### src/sv/tfpr_pkg.sv
// shared types, constants and the cordic angle table for the pinch/rotate tracker
`default_nettype none

package tfpr_pkg;

    // parameter defaults
    localparam int MAX_DEVICES_DEF = 4;
    localparam int MAX_FINGERS_DEF = 8;
    localparam int CORDIC_ITER_DEF = 16;

    // step counter width, fixed step counts
    localparam int K_W        = 6;
    localparam int SQRT_STEPS = 17;
    localparam int DIV_STEPS  = 33;

    // fixed point constants
    localparam int PI_Q13     = 25736;
    localparam int TWO_PI_Q13 = 51472;
    localparam int PI_Q16     = 205887;
    localparam int SCALE_MAX  = 8388607;

    // command codes
    localparam logic [2:0] CMD_DOWN   = 3'd0;
    localparam logic [2:0] CMD_UP     = 3'd1;
    localparam logic [2:0] CMD_MOTION = 3'd2;
    localparam logic [2:0] CMD_CANCEL = 3'd3;
    localparam logic [2:0] CMD_CLEAR  = 3'd4;

    // datapath operations
    typedef enum logic [3:0] {
        OP_NONE,
        OP_LOAD,
        OP_CLEAR,
        OP_DEV,
        OP_SCAN1,
        OP_WRITE,
        OP_SCAN2,
        OP_PAIR,
        OP_SQX,
        OP_SQY,
        OP_ITER,
        OP_ANGLE,
        OP_DIV,
        OP_EMIT_ZERO,
        OP_EMIT_DROP,
        OP_EMIT_DELTA
    } t_op;

    // kind of result to emit
    typedef enum logic [1:0] {
        K_ZERO,
        K_DROP,
        K_DELTA
    } t_kind;

    // controller to datapath
    typedef struct packed {
        t_op            op;
        logic [K_W-1:0] idx;
        logic           issue;
    } t_ctl;

    // datapath to controller
    typedef struct packed {
        logic is_clear;
        logic is_bad;
        logic is_remove;
        logic dev_found;
        logic dev_free;
        logic slot_fail;
        logic few;
        logic is_delta;
        logic out_free;
    } t_sts;

    // atan(2^-i) in Q1.16
    function automatic logic [16:0] atan_q16(input logic [K_W-1:0] i);
        logic [16:0] v;
        case (i)
            6'd0:    v = 17'd51472;
            6'd1:    v = 17'd30386;
            6'd2:    v = 17'd16055;
            6'd3:    v = 17'd8150;
            6'd4:    v = 17'd4091;
            6'd5:    v = 17'd2047;
            6'd6:    v = 17'd1024;
            6'd7:    v = 17'd512;
            6'd8:    v = 17'd256;
            6'd9:    v = 17'd128;
            6'd10:   v = 17'd64;
            6'd11:   v = 17'd32;
            6'd12:   v = 17'd16;
            6'd13:   v = 17'd8;
            6'd14:   v = 17'd4;
            6'd15:   v = 17'd2;
            6'd16:   v = 17'd1;
            default: v = 17'd0;
        endcase
        return v;
    endfunction

endpackage

`default_nettype wire

### src/sv/tfpr_ctrl.sv
// sequencer for the pinch/rotate tracker: walks one event through lookup, scans and math
`default_nettype none

module tfpr_ctrl #(
    parameter int MAX_FINGERS       = tfpr_pkg::MAX_FINGERS_DEF,
    parameter int CORDIC_ITERATIONS = tfpr_pkg::CORDIC_ITER_DEF
) (
    input  wire             i_clk,
    input  wire             i_rst_n,
    input  wire             i_in_valid,
    output logic            o_in_stall,
    output tfpr_pkg::t_ctl  o_ctl,
    input  tfpr_pkg::t_sts  i_sts
);

    localparam int NIT = (CORDIC_ITERATIONS > tfpr_pkg::SQRT_STEPS) ?
                         CORDIC_ITERATIONS : tfpr_pkg::SQRT_STEPS;

    typedef enum logic [11:0] {
        S_IDLE  = 12'b000000000001,
        S_DEV   = 12'b000000000010,
        S_SCAN1 = 12'b000000000100,
        S_WRITE = 12'b000000001000,
        S_SCAN2 = 12'b000000010000,
        S_PAIR  = 12'b000000100000,
        S_SQX   = 12'b000001000000,
        S_SQY   = 12'b000010000000,
        S_ITER  = 12'b000100000000,
        S_ANGLE = 12'b001000000000,
        S_DIV   = 12'b010000000000,
        S_EMIT  = 12'b100000000000
    } t_state;

    t_state                   r_state, n_state;
    logic [tfpr_pkg::K_W-1:0] r_k, n_k;
    tfpr_pkg::t_kind          r_kind, n_kind;

    // next state and command
    always_comb begin
        n_state     = r_state;
        n_k         = r_k;
        n_kind      = r_kind;
        o_ctl.op    = tfpr_pkg::OP_NONE;
        o_ctl.idx   = r_k;
        o_ctl.issue = 1'b0;
        case (r_state)
            S_IDLE: begin
                if (i_in_valid) begin
                    o_ctl.op = tfpr_pkg::OP_LOAD;
                    n_state  = S_DEV;
                end
            end
            S_DEV: begin
                if (i_sts.is_clear) begin
                    o_ctl.op = tfpr_pkg::OP_CLEAR;
                    n_kind   = tfpr_pkg::K_ZERO;
                    n_state  = S_EMIT;
                end else if (i_sts.is_bad) begin
                    n_kind  = tfpr_pkg::K_ZERO;
                    n_state = S_EMIT;
                end else begin
                    o_ctl.op = tfpr_pkg::OP_DEV;
                    if (i_sts.is_remove && !i_sts.dev_found) begin
                        n_kind  = tfpr_pkg::K_ZERO;
                        n_state = S_EMIT;
                    end else if (!i_sts.is_remove && !i_sts.dev_found && !i_sts.dev_free) begin
                        n_kind  = tfpr_pkg::K_DROP;
                        n_state = S_EMIT;
                    end else begin
                        n_k     = '0;
                        n_state = S_SCAN1;
                    end
                end
            end
            S_SCAN1: begin
                o_ctl.op    = tfpr_pkg::OP_SCAN1;
                o_ctl.issue = (r_k < tfpr_pkg::K_W'(MAX_FINGERS));
                if (r_k == tfpr_pkg::K_W'(MAX_FINGERS)) begin
                    n_k     = '0;
                    n_state = i_sts.is_remove ? S_SCAN2 : S_WRITE;
                end else begin
                    n_k = r_k + 1'b1;
                end
            end
            S_WRITE: begin
                if (i_sts.slot_fail) begin
                    n_kind  = tfpr_pkg::K_DROP;
                    n_state = S_EMIT;
                end else begin
                    o_ctl.op = tfpr_pkg::OP_WRITE;
                    n_k      = '0;
                    n_state  = S_SCAN2;
                end
            end
            S_SCAN2: begin
                o_ctl.op    = tfpr_pkg::OP_SCAN2;
                o_ctl.issue = (r_k < tfpr_pkg::K_W'(MAX_FINGERS));
                if (r_k == tfpr_pkg::K_W'(MAX_FINGERS)) begin
                    n_state = S_PAIR;
                end else begin
                    n_k = r_k + 1'b1;
                end
            end
            S_PAIR: begin
                o_ctl.op = tfpr_pkg::OP_PAIR;
                if (i_sts.few) begin
                    n_kind  = tfpr_pkg::K_ZERO;
                    n_state = S_EMIT;
                end else begin
                    n_state = S_SQX;
                end
            end
            S_SQX: begin
                o_ctl.op = tfpr_pkg::OP_SQX;
                n_state  = S_SQY;
            end
            S_SQY: begin
                o_ctl.op = tfpr_pkg::OP_SQY;
                n_k      = '0;
                n_state  = S_ITER;
            end
            S_ITER: begin
                o_ctl.op = tfpr_pkg::OP_ITER;
                if (r_k == tfpr_pkg::K_W'(NIT - 1)) begin
                    n_state = S_ANGLE;
                end else begin
                    n_k = r_k + 1'b1;
                end
            end
            S_ANGLE: begin
                o_ctl.op = tfpr_pkg::OP_ANGLE;
                if (i_sts.is_delta) begin
                    n_k     = '0;
                    n_state = S_DIV;
                end else begin
                    n_kind  = tfpr_pkg::K_ZERO;
                    n_state = S_EMIT;
                end
            end
            S_DIV: begin
                o_ctl.op = tfpr_pkg::OP_DIV;
                if (r_k == tfpr_pkg::K_W'(tfpr_pkg::DIV_STEPS - 1)) begin
                    n_kind  = tfpr_pkg::K_DELTA;
                    n_state = S_EMIT;
                end else begin
                    n_k = r_k + 1'b1;
                end
            end
            S_EMIT: begin
                if (i_sts.out_free) begin
                    case (r_kind)
                        tfpr_pkg::K_DROP:  o_ctl.op = tfpr_pkg::OP_EMIT_DROP;
                        tfpr_pkg::K_DELTA: o_ctl.op = tfpr_pkg::OP_EMIT_DELTA;
                        default:           o_ctl.op = tfpr_pkg::OP_EMIT_ZERO;
                    endcase
                    n_state = S_IDLE;
                end
            end
            default: begin
                n_state = S_IDLE;
            end
        endcase
    end

    // state registers
    always_ff @(posedge i_clk) begin
        if (!i_rst_n) begin
            r_state <= S_IDLE;
            r_k     <= '0;
            r_kind  <= tfpr_pkg::K_ZERO;
        end else begin
            r_state <= n_state;
            r_k     <= n_k;
            r_kind  <= n_kind;
        end
    end

    assign o_in_stall = (r_state != S_IDLE);

endmodule

`default_nettype wire

### config.mk
export PLATFORM = sky130hd
export DESIGN_NAME = tfpr_ctrl
export DESIGN_NICKNAME = d
export VERILOG_FILES = /design/src/sv/tfpr_pkg.sv /design/src/sv/tfpr_ctrl.sv
export SDC_FILE = /design/constraint.sdc
export NUM_CORES = 1
export LEC_CHECK = 0
export BUFFER_PORTS_ARGS = -buffer_cell sky130_fd_sc_hd__buf_2
export CAP_MARGIN = 15
export CELL_PAD_IN_SITES_DETAIL_PLACEMENT = 1
export CELL_PAD_IN_SITES_GLOBAL_PLACEMENT = 2
export CORE_MARGIN = 3
export CORE_UTILIZATION = 33
export CTS_CLUSTER_DIAMETER = 200
export DETAILED_ROUTE_END_ITERATION = 6
export PLACE_DENSITY = 0.91
export SLEW_MARGIN = 10
export SYNTH_ARGS = -nofsm -noshare
export SYNTH_HDL_FRONTEND = slang
export SYNTH_SLANG_ARGS = --single-unit
### constraint.sdc
create_clock -name i_clk -period 2.5 [get_ports i_clk]
set_clock_uncertainty 0.2 [all_clocks]
set_input_delay 0.375 -clock i_clk [delete_from_list [all_inputs] [get_ports i_clk]]
set_output_delay 0.375 -clock i_clk [all_outputs]
set_load 0.02 [all_outputs]
Word-level counts from Yosys, hierarchy flattened. Index checks and enable logic that the tools add are counted. W data, S select, Z words.

Output and inout port bits: 12. Input port bits: 12. Word-level logic and storage cells: 97. Bits in registers: 20.

Reduce and logical (&&, ||, !) cells: 12. Magnitude comparators: 1. Mux-type cells: 43. Equality and inequality tests: 37. Add/subtract/negate cells: 1.

Operator list (count): $mux W12 (13); $pmux W12 S12 (1); $mux W6 (10); $pmux W4 S12 (1); $pmux W6 S8 (1); $ne A2 B2 Y1 const B (18); $mux W2 (10); $eq A12 B1 Y1 const B (1); $eq A12 B10 Y1 const B (1); $eq A12 B11 Y1 const B (1); $eq A12 B12 Y1 const B (1); $eq A12 B2 Y1 const B (1); $eq A12 B3 Y1 const B (1); $eq A12 B4 Y1 const B (1); $eq A12 B5 Y1 const B (1); $eq A12 B6 Y1 const B (1); $eq A12 B7 Y1 const B (1); $eq A12 B8 Y1 const B (1); $eq A12 B9 Y1 const B (1); $ne A12 B1 Y1 const B (1); $reduce_and A6 Y1 (2); $pmux W2 S5 (1); $reduce_and A10 Y1 (1); $reduce_bool A8 Y1 (1); other kinds (17) (22).

Longest topological paths before layout. Gate-level depths: netlist of the first run.

Word-level depth: 8. Mapped depth: 8. Depth with buffers taken out: 8.

Worst setup path before layout of the first run. No wires, ideal clock.

Path kind: register to output. Start point: register r_state[1]. End point: output o_ctl[10] in the netlist's numbering. Slack: 0.075 ns. Data arrival time: 1.850 ns. Data required time: 1.925 ns. Cell stages (with the launch flop): 7. Path through: dfxtp_1 -> clkbuf_1 -> nor4_2 -> buf_2 -> and2_1 -> or4b_1 -> nand3_1.

RTL lines: start, declared (line tfpr_ctrl.sv:34) `t_state r_state, n_state;`; start signal, assigned (line tfpr_ctrl.sv:172) `r_state <= n_state;`; end, declared (line tfpr_ctrl.sv:12) `output tfpr_pkg::t_ctl o_ctl,`.

==> results.yml, run 1 <==
sta:
  fmax_mhz: 396
  finalCritPeriodShare_pct: 101
  tightest_slew_ns: 0.536
  setup-violations-final: 2
  fin_ws_ns: -0.0238
  drv_slew: 0
  fin_crit_ns: 2.52
  slew_headroom_pct: 63.9
  rsz0062_at_grt: "true"
  hold_viol_final: 0
floorplan:
  io_pins: 24
  die_h_um: 77.4
  start_util_pct: 34.9
  fp.dieArea_sq_mm: 0.00599
  core_sq_mm: 0.00482
  rows: 25
  chipWidth_um: 77.4
clock_tree:
  numCtsBuffers: 3
  cts_tree: "done"
  insertion_delay_ns: 0.28
  path_clk_slew_ns: 0.08
  hold_buffers: 0
  clockBufferDepth: 2
  root_buffer: "clkbuf_8"
  cts.htree.levels: 1
  cts_sinks: 20
route:
  drcViolationCount: 0
  drt-vias-per-instance: 5.75
  wl_per_cell_um: 19.7
  ant_nets: 0
  num_vias: 1885
  first_pass_iters: 4
  first_iter_violations: 83
  drt-total-wl_um: 6480
pwr:
  fin_total_pwr_mw: 1.61
  peakVddDrop_mv: 0.406
  power.density_mw_per_mm2: 681
  p_leak_nw: 0.988
critical_path:
  crit_arrival_ns: 1.95
  cp_max_fo: 6
  cp.required_ns: 1.92
  crit_path_max_incr_delay_ns: 0.46
  criticalPathCategory: "flop to output pin"
  cp-start-kind: "flop"
  path_buf_inv: 1
  worstSetupEndpointType: "output pin"
  crit_slowest_cell: "or4b_4"
  path_cells: "nor4_4 > and2_4 > or4b_4 > nand3_2 > buf_6"
  crit_family: "simple AND/OR/NAND/NOR gates"
logic_synthesis:
  synth_seq_cells: 20
  postSynthCellCount: 213
  ys_seq_area_share_pct: 23.8
  ys.flop_type: "dfxtp_1"
  synth_edf_count: 0
  synth_cell_type_count: 56
  synth_fp_nets: 228
  yosysWarnings: 0
  syn_area_sq_mm: 0.00168
  avgSynthCellArea_sq_um: 7.89
  async_flop_share_pct: 0
finish:
  finalNonFillerCells: 328
  multi_input_area_sq_mm: 0.00136
  drive_above_1_share_pct: 42.9
  fill_cells: 594
  fin_nets: 277
  diodes: 0
  fin_util_pct: 49.0
  finalInstanceArea_sq_mm: 0.00236
  syn2layout_area_growth_pct: 40.4
  seq_area_sq_um: 414
min_path:
  hold_class: "input port to flop"
global_routing:
  grt_max_degree: 17
  grt_usage_pct: 19.9
  antenna_found_initial: 0
  first_global_vias: 1866
  grt_pass1_wl_um: 9390
  grt_overflow: 0
placement:
  place_area_sq_mm: 0.00197
  dpl_worst_slack_ns: 0.0391
  port_buffers: 23
  placed_cells: 312
  gp_congestion: 0.860
  dp_hpwl_um: 4430
outcome:
  violations: "negative setup slack"
  run_status: "finished, violations left"
flow_run:
  cap_violations: 0
## layout by cell type, fill, tap and decap left out, drive strengths merged, types with 2 or more instances in the layout
master  Yosys  routed
nor2b       9       9
inv         6       6
o31ai       2       2
ha          3       3
a21oi       4       4
o221ai      2       2
mux2i       3       3
and3        6       6
nand3      14      14
o21ai       9       9
nor2       24      24
nor3b       2       2
a31o        3       3
nand2      14      14
a211oi      3       3
nor4        9       9
clkbuf      4       4
buf        12      60
nor4b       5       5
dfxtp      20      20
nand2b      3       3
nor3       12      12
and2        3       3
a31oi       2       2
or4b        3       3
xor2        4       4
and2b       3       3
o21ba       2       2
o221a       3       3
nand4       5       5
xnor2       2       2
nand3b      2       2
## worst register-to-register path: stages, from the launching register on
cell	delay, ns
dfxtp_2	0.34
nor4_4	0.40
buf_6	0.21
buf_12	0.11
buf_4	0.10
buf_4	0.12
nand3_4	0.08
o311a_4	0.37
or3_1	0.31
mux2i_1	0.13
## layout make-up
cell class	count	share of cell area (%)
clock buffers	4	2.33
inverters	6	0.954
multi-input cells	171	57.4
flip-flops and latches	20	17.5
well taps	67	3.55
repair buffers	60	18.2
## layer usage
metal | vias to the layer above | wire length, um | global-route usage (%) | part of all wire, %
met5 | - | 0 | 0 | 0
met4 | 0 | 175 | 6.05 | 2.7
met3 | 15 | 327 | 3.36 | 5.0
met2 | 46 | 3180 | 35.1 | 49
met1 | 936 | 2790 | 24.7 | 43
li1 | 888 | - | - | -
## synth_stat cells (3+ instances only)
cell type,instances,share of area (%)
a21oi_1,4,1.2
and2_1,3,1.1
and2b_1,3,1.3
and3_1,6,2.2
buf_2,7,2.1
buf_6,4,2.7
clkbuf_1,4,0.89
dfxtp_1,20,24
ha_1,3,2.2
inv_1,6,1.3
mux2i_1,3,1.8
nand2_1,14,3.1
nand3_1,13,3.9
nand4_1,5,1.9
nor2_1,24,5.4
nor2b_1,9,3.3
nor3_1,12,3.6
nor4_1,6,2.2
nor4b_1,5,2.6
o21ai_0,9,2.7
o221a_2,3,2.0
xor2_1,4,2.1
## logic make-up after synthesis
logic type | after synthesis | share of synthesized area [%]
simple gates | 119 | 42.6
mux | 3 | 1.79
xor+xnor | 6 | 3.12
buf+inv | 22 | 7.44
flops | 20 | 23.8
compound gates | 40 | 19.0
fa+ha+maj | 3 | 2.23
## where the power goes
part	internal [mW]	switching (mW)	leakage, nW
clock	0.141	0.124	0.0288
combinational	0.422	0.542	0.793
sequential	0.341	0.0390	0.166
## through the flow
step / hold WS, ns / setup TNS (ns)
2_1_floorplan: 0.242 / 0
3_3_place_gp: 0.262 / 0
3_5_place_dp: 0.271 / 0
4_1_cts: 0.0910 / -0.0156
5_1_grt: 0.0737 / -0.334
6_report: 0.0808 / -0.0352
## final timing paths
| check | start | endpoint | slack (ns) | depth (start not counted) |
|---|---|---|---|---|
| worst min register to register | r_kind[0] | r_kind[0] | 0.28 | 2 |
| worst max-delay path | r_state[3] | o_ctl[10] | -0.02 | 5 |
| worst max register to register | r_state[6] | r_k[0] | 0.06 | 9 |
| worst min-delay path | i_sts[2] | r_state[6] | 0.08 | 2 |
## timing repair
item	CTS	global route
setup endpoints to repair	4	15
buffers inserted	5	8
resized for setup	27	31
pin swaps	7	11
## registers in the layout, summed over array words and instances, names as in the netlist
| name | cells |
|---|---|
| r_k | 6 |
| r_state | 12 |
| r_kind | 2 |
(Power assumes the default switching activity.)
==> run 2, diff against run 1 <==
- ABC_AREA: default -> 1
- CORE_UTILIZATION: 33 -> 30
- PLACE_DENSITY: 0.91 -> 0.88
- TNS_END_PERCENT: default -> 5
==> run 2 against run 1 <==
  * The flow now finishes without violations
  * Non-clock buffer count down 33
  * Critical endpoint is now o_ctl[0]
  * Cell area down 18%
  * Area after synthesis up 0.30%
  * Utilization down 12 points
  * Sequential power down 1%
  * Maximum frequency up 6.0%
  * Via count down 9.8%
  * Clock-buffer cell count down 1
  * Global-route usage down 3.8 points
  * Setup slack better by 0.14 ns
  * Combinational power down 52%
  * Die area up 9.5%
==> results.yml, run 2 <==
route:
  num_vias: 1701
  ant_nets: 0
  drt-total-wl_um: 4850
  wl_per_cell_um: 13.4
  first_iter_violations: 62
  drt-vias-per-instance: 4.70
  first_pass_iters: 4
  drcViolationCount: 0
clock_tree:
  clockBufferDepth: 2
  path_clk_slew_ns: 0.08
  numCtsBuffers: 3
  root_buffer: "clkbuf_8"
  insertion_delay_ns: 0.26
  cts_sinks: 20
  hold_buffers: 0
  cts.htree.levels: 1
  cts_tree: "done"
global_routing:
  grt_usage_pct: 16.1
  first_global_vias: 1685
  grt_pass1_wl_um: 8090
  antenna_found_initial: 0
  grt_max_degree: 14
  grt_overflow: 0
sta:
  tightest_slew_ns: 0.444
  fin_tns_setup_ns: 0
  setup-violations-final: 0
  fin_crit_ns: 2.38
  fin_ws_ns: 0.120
  drv_slew: 0
  rsz0062_at_grt: "true"
  fmax_mhz: 420
  hold_viol_final: 0
  finalCritPeriodShare_pct: 95.2
  slew_headroom_pct: 70.4
finish:
  largest_reg_flops: 12
  final_common_cell: "nand2_1"
  multi_input_area_sq_mm: 0.00111
  fin_nets: 309
  final_cell_mix: "nand2_1 (62), inv_1 (38), nor2_1 (33), buf_2 (22), nand3_1 (20)"
  drive_above_1_share_pct: 26.7
  top_regs: "r_state x12, r_k x6, r_kind x2"
  fill_cells: 726
  diodes: 0
  seq_area_sq_um: 404
  largest-register: "r_state"
  syn2layout_area_growth_pct: 15.3
logic_synthesis:
  synth_edf_count: 0
  ys.flop_type: "dfxtp_1"
  ys_seq_area_share_pct: 23.7
  yosysMostFrequentCell: "nand2_1"
  avgSynthCellArea_sq_um: 6.34
  yosysTopAreaCell: "dfxtp_1"
  yosysWarnings: 0
  synth_top_area_share_pct: 23.7
  synth_seq_cells: 20
  postSynthCellCount: 266
  async_flop_share_pct: 0
  synth_top_cells_by_count: "nand2_1 (63), inv_1 (38), nor2_1 (33), dfxtp_1 (20), nand3_1 (20)"
  syn_area_sq_mm: 0.00169
  synth_cell_type_count: 28
  synth_fp_nets: 281
  ys_top_cells_by_area: "dfxtp_1 (24%), nand2_1 (14%), inv_1 (8.5%)"
floorplan:
  die_h_um: 81.0
  core_sq_mm: 0.00527
  fp.dieArea_sq_mm: 0.00656
  io_pins: 24
  rows: 26
  start_util_pct: 32.0
  chipWidth_um: 81.0
pwr:
  pwr-share-clk_pct: 20.7
  internal_power_mw: 0.621
  power.density_mw_per_mm2: 542
  p_leak_nw: 1.00
  switching_share_pct: 41.1
  pwr-share-comb_pct: 43.8
  p_switching_mw: 0.434
  p_seq_share_pct: 35.6
  peakVddDrop_mv: 0.261
min_path:
  hold_class: "input port to flop"
critical_path:
  cp.required_ns: 1.92
  worstSetupEndpointType: "output pin"
  crit_slowest_cell: "dfxtp_1"
  path_cells: "nor2_2 > nand2_4 > nor2_4 > nand2_1 > nand2_1 > inv_1 > nor4_2 > buf_4"
  cp-start-kind: "flop"
  criticalPathCategory: "flop to output pin"
  crit_arrival_ns: 1.81
  cp_max_fo: 5
  crit_path_max_incr_delay_ns: 0.32
  critPathMostFrequentCell: "nand2_1"
placement:
  port_buffers: 23
  gp_congestion: 0.826
  dp_hpwl_um: 4090
  dpl_worst_slack_ns: 0.380
flow_run:
  cap_violations: 0
outcome:
  run_status: "complete, no violations"
## run 2: worst paths after layout
check	start	end	slack (ns)	cells past startpoint
setup / recovery	r_state[11]	o_ctl[0]	0.12	8
hold / removal	i_rst_n	r_state[0]	0.19	2
setup reg to reg	r_k[0]	r_state[9]	0.41	10
hold reg to reg	r_kind[1]	r_kind[1]	0.30	2
## run 2: cell families after synthesis
group / after synthesis / share of synthesized area [%]
simple gates: 174 / 54.9
flops: 20 / 23.7
xor+xnor: 3 / 1.56
fa+ha+maj: 3 / 2.23
compound gates: 21 / 6.60
buf+inv: 45 / 11.0
## run 2: per-stage QoR
stage / instance area [sq um] / power, mW / util, % / cells / hold slack (ns)
finish: 1940 / 1.05 / 36.9 / 362 / 0.188
global route: 1940 / 1.14 / 36.9 / 362 / 0.207
CTS: 1910 / 1.04 / 36.2 / 359 / 0.192
detailed placement: 1870 / 0.821 / 35.4 / 356 / 0.288
global placement: 1870 / 0.814 / 35.4 / 356 / 0.278
floorplan: 1690 / 0.722 / - / 266 / 0.244
## run 2: power groups by stage
stage	registers (mW)	logic, mW	clock network, mW
floorplan	0.387	0.335	0
CTS	0.375	0.440	0.220
global placement	0.380	0.434	0
finish	0.375	0.461	0.218
detailed placement	0.382	0.439	0
global route	0.381	0.521	0.236
## run 2: critical path, delay by kind of cell, from the launching register on
family | cells | cell delay [ns]
flip-flops | 1 | 0.32
AND/OR/NAND/NOR | 6 | 0.91
buffers and inverters | 2 | 0.30
## run 2: cell type report
type                       count  area share (%)
sequential                    20            20.8
multi-input combinational    201            57.1
timing repair buffer          27            7.59
inverter                      41            7.92
clock buffer                   3            2.12
tap                           70            4.50
## run 2: what timing repair did
item,4_1_cts,5_1_grt
resized for setup,0,6
setup buffers,0,3
setup endpoints to repair,0,3
## run 2: metal layers
layer | wire length, um | vias to the layer above | GRT usage (%)
met2 | 2260 | 26 | 26.1
met4 | 97 | 0 | 6.25
met3 | 131 | 7 | 1.55
li1 | - | 882 | -
met5 | 0 | - | 0
met1 | 2370 | 786 | 22.0
==> run 3, diff against run 2 <==
- RECOVER_POWER: default -> 100
==> run 3 against run 2 <==
  * Critical endpoint unchanged
  * Largest cell class unchanged
  * Setup slack unchanged
  * Register-to-register slack hardly changed
  * Power barely moved
  * Via count unchanged
  * Clock-buffer cell count did not move
  * Cell count stayed put
  * Maximum frequency stayed put
  * Critical path depth unchanged
==> results.yml, run 3 (synthesis gave the netlist of run 2 again) <==
clock_tree:
  insertion_delay_ns: 0.26
  root_buffer: "clkbuf_8"
  clockBufferDepth: 2
  numCtsBuffers: 3
  cts_sinks: 20
  cts.htree.levels: 1
  path_clk_slew_ns: 0.08
  cts_tree: "done"
global_routing:
  grt_usage_pct: 16.1
  grt_overflow: 0
  grt_pass1_wl_um: 8090
  first_global_vias: 1685
  grt_max_degree: 14
  antenna_found_initial: 0
flow_run:
  cap_violations: 0
floorplan:
  chipWidth_um: 81.0
  start_util_pct: 32.0
  rows: 26
  die_h_um: 81.0
  core_sq_mm: 0.00527
  io_pins: 24
  fp.dieArea_sq_mm: 0.00656
finish:
  fin_nets: 309
  top_regs: "r_state x12, r_k x6, r_kind x2"
  largest_reg_flops: 12
  final_common_cell: "nand2_1"
  drive_above_1_share_pct: 26.4
  syn2layout_area_growth_pct: 15.2
  final_cell_mix: "nand2_1 (62), inv_1 (38), nor2_1 (33), buf_2 (21), nand3_1 (20)"
  diodes: 0
  fin_util_pct: 36.9
  largest-register: "r_state"
  fill_cells: 727
sta:
  slew_headroom_pct: 70.4
  setup-violations-final: 0
  tightest_slew_ns: 0.444
  fin_hold_ws_ns: 0.188
  fin_tns_setup_ns: 0
  finalCritPeriodShare_pct: 95.2
  fin_crit_ns: 2.38
  drv_slew: 0
  rsz0062_at_grt: "true"
  fin_ws_ns: 0.120
  fmax_mhz: 420
  hold_viol_final: 0
route:
  ant_nets: 0
  drt-vias-per-instance: 4.70
  drt-total-wl_um: 4850
  wl_per_cell_um: 13.4
  drcViolationCount: 0
  first_iter_violations: 62
  first_pass_iters: 4
  num_vias: 1701
critical_path:
  worstSetupEndpointType: "output pin"
  crit_arrival_ns: 1.81
  cp.required_ns: 1.92
  cp-start-kind: "flop"
  cp_max_fo: 5
  criticalPathCategory: "flop to output pin"
pwr:
  fin_total_pwr_mw: 1.05
  peakVddDrop_mv: 0.261
  p_leak_nw: 0.996
  power.density_mw_per_mm2: 542
placement:
  dpl_worst_slack_ns: 0.380
  gp_congestion: 0.826
  dp_hpwl_um: 4090
  port_buffers: 23
min_path:
  hold_class: "input port to flop"
outcome:
  run_status: "complete, no violations"
run 3: worst paths after layout:
path                                  start         end  slack [ns]  cells past startpoint
worst max register to register       r_k[0]  r_state[9]        0.41                     10
worst max-delay path            r_state[11]    o_ctl[0]        0.12                      8
worst min-delay path                i_rst_n  r_state[0]        0.19                      2
worst min register to register    r_kind[1]   r_kind[1]        0.30                      2
run 3: area by class of cell:
class	count	area, sq um	share of cell area, %
Timing Repair Buffer	27	146	7.53
Tap cell	70	87.6	4.51
Multi-Input combinational cell	201	1110	57.1
Sequential cell	20	404	20.8
Inverter	41	154	7.92
Clock buffer	3	41.3	2.12
run 3: repair_timing:
item	CTS	global route
endpoints found under the setup margin	0	3
buffers inserted	0	3
gates resized for setup	0	6
hold buffers	0	0
run 3: report_power, final:
group / switching (mW) / total [mW] / leakage [nW] / internal, mW
combinational: 0.295 / 0.461 / 0.812 / 0.166
clock: 0.110 / 0.218 / 0.0216 / 0.108
sequential: 0.0289 / 0.375 / 0.163 / 0.347
total: 0.434 / 1.05 / 0.996 / 0.620
run 3: critical path, stage by stage, from the launching register on:
cell and delay, ns:
dfxtp_1 0.32, nor2_2 0.19, nand2_4 0.11, nor2_4 0.17
nand2_1 0.11, nand2_1 0.15, inv_1 0.11, nor4_2 0.18
buf_4 0.19
run 3: through the flow:
stage	cells	area, sq um
after detailed placement	356	1870
after CTS	359	1910
after global placement	356	1870
after global routing	362	1940
final	362	1940
after floorplan	266	1690
run 3: layer usage:
layer	up-vias	wire length (um)	GRT usage, %	share of wire [%]
li1	882	-	-	-
met1	786	2370	22.0	49
met2	26	2260	26.1	46
met3	7	131	1.55	2.7
met4	0	97	6.25	2.0
met5	-	0	0	0
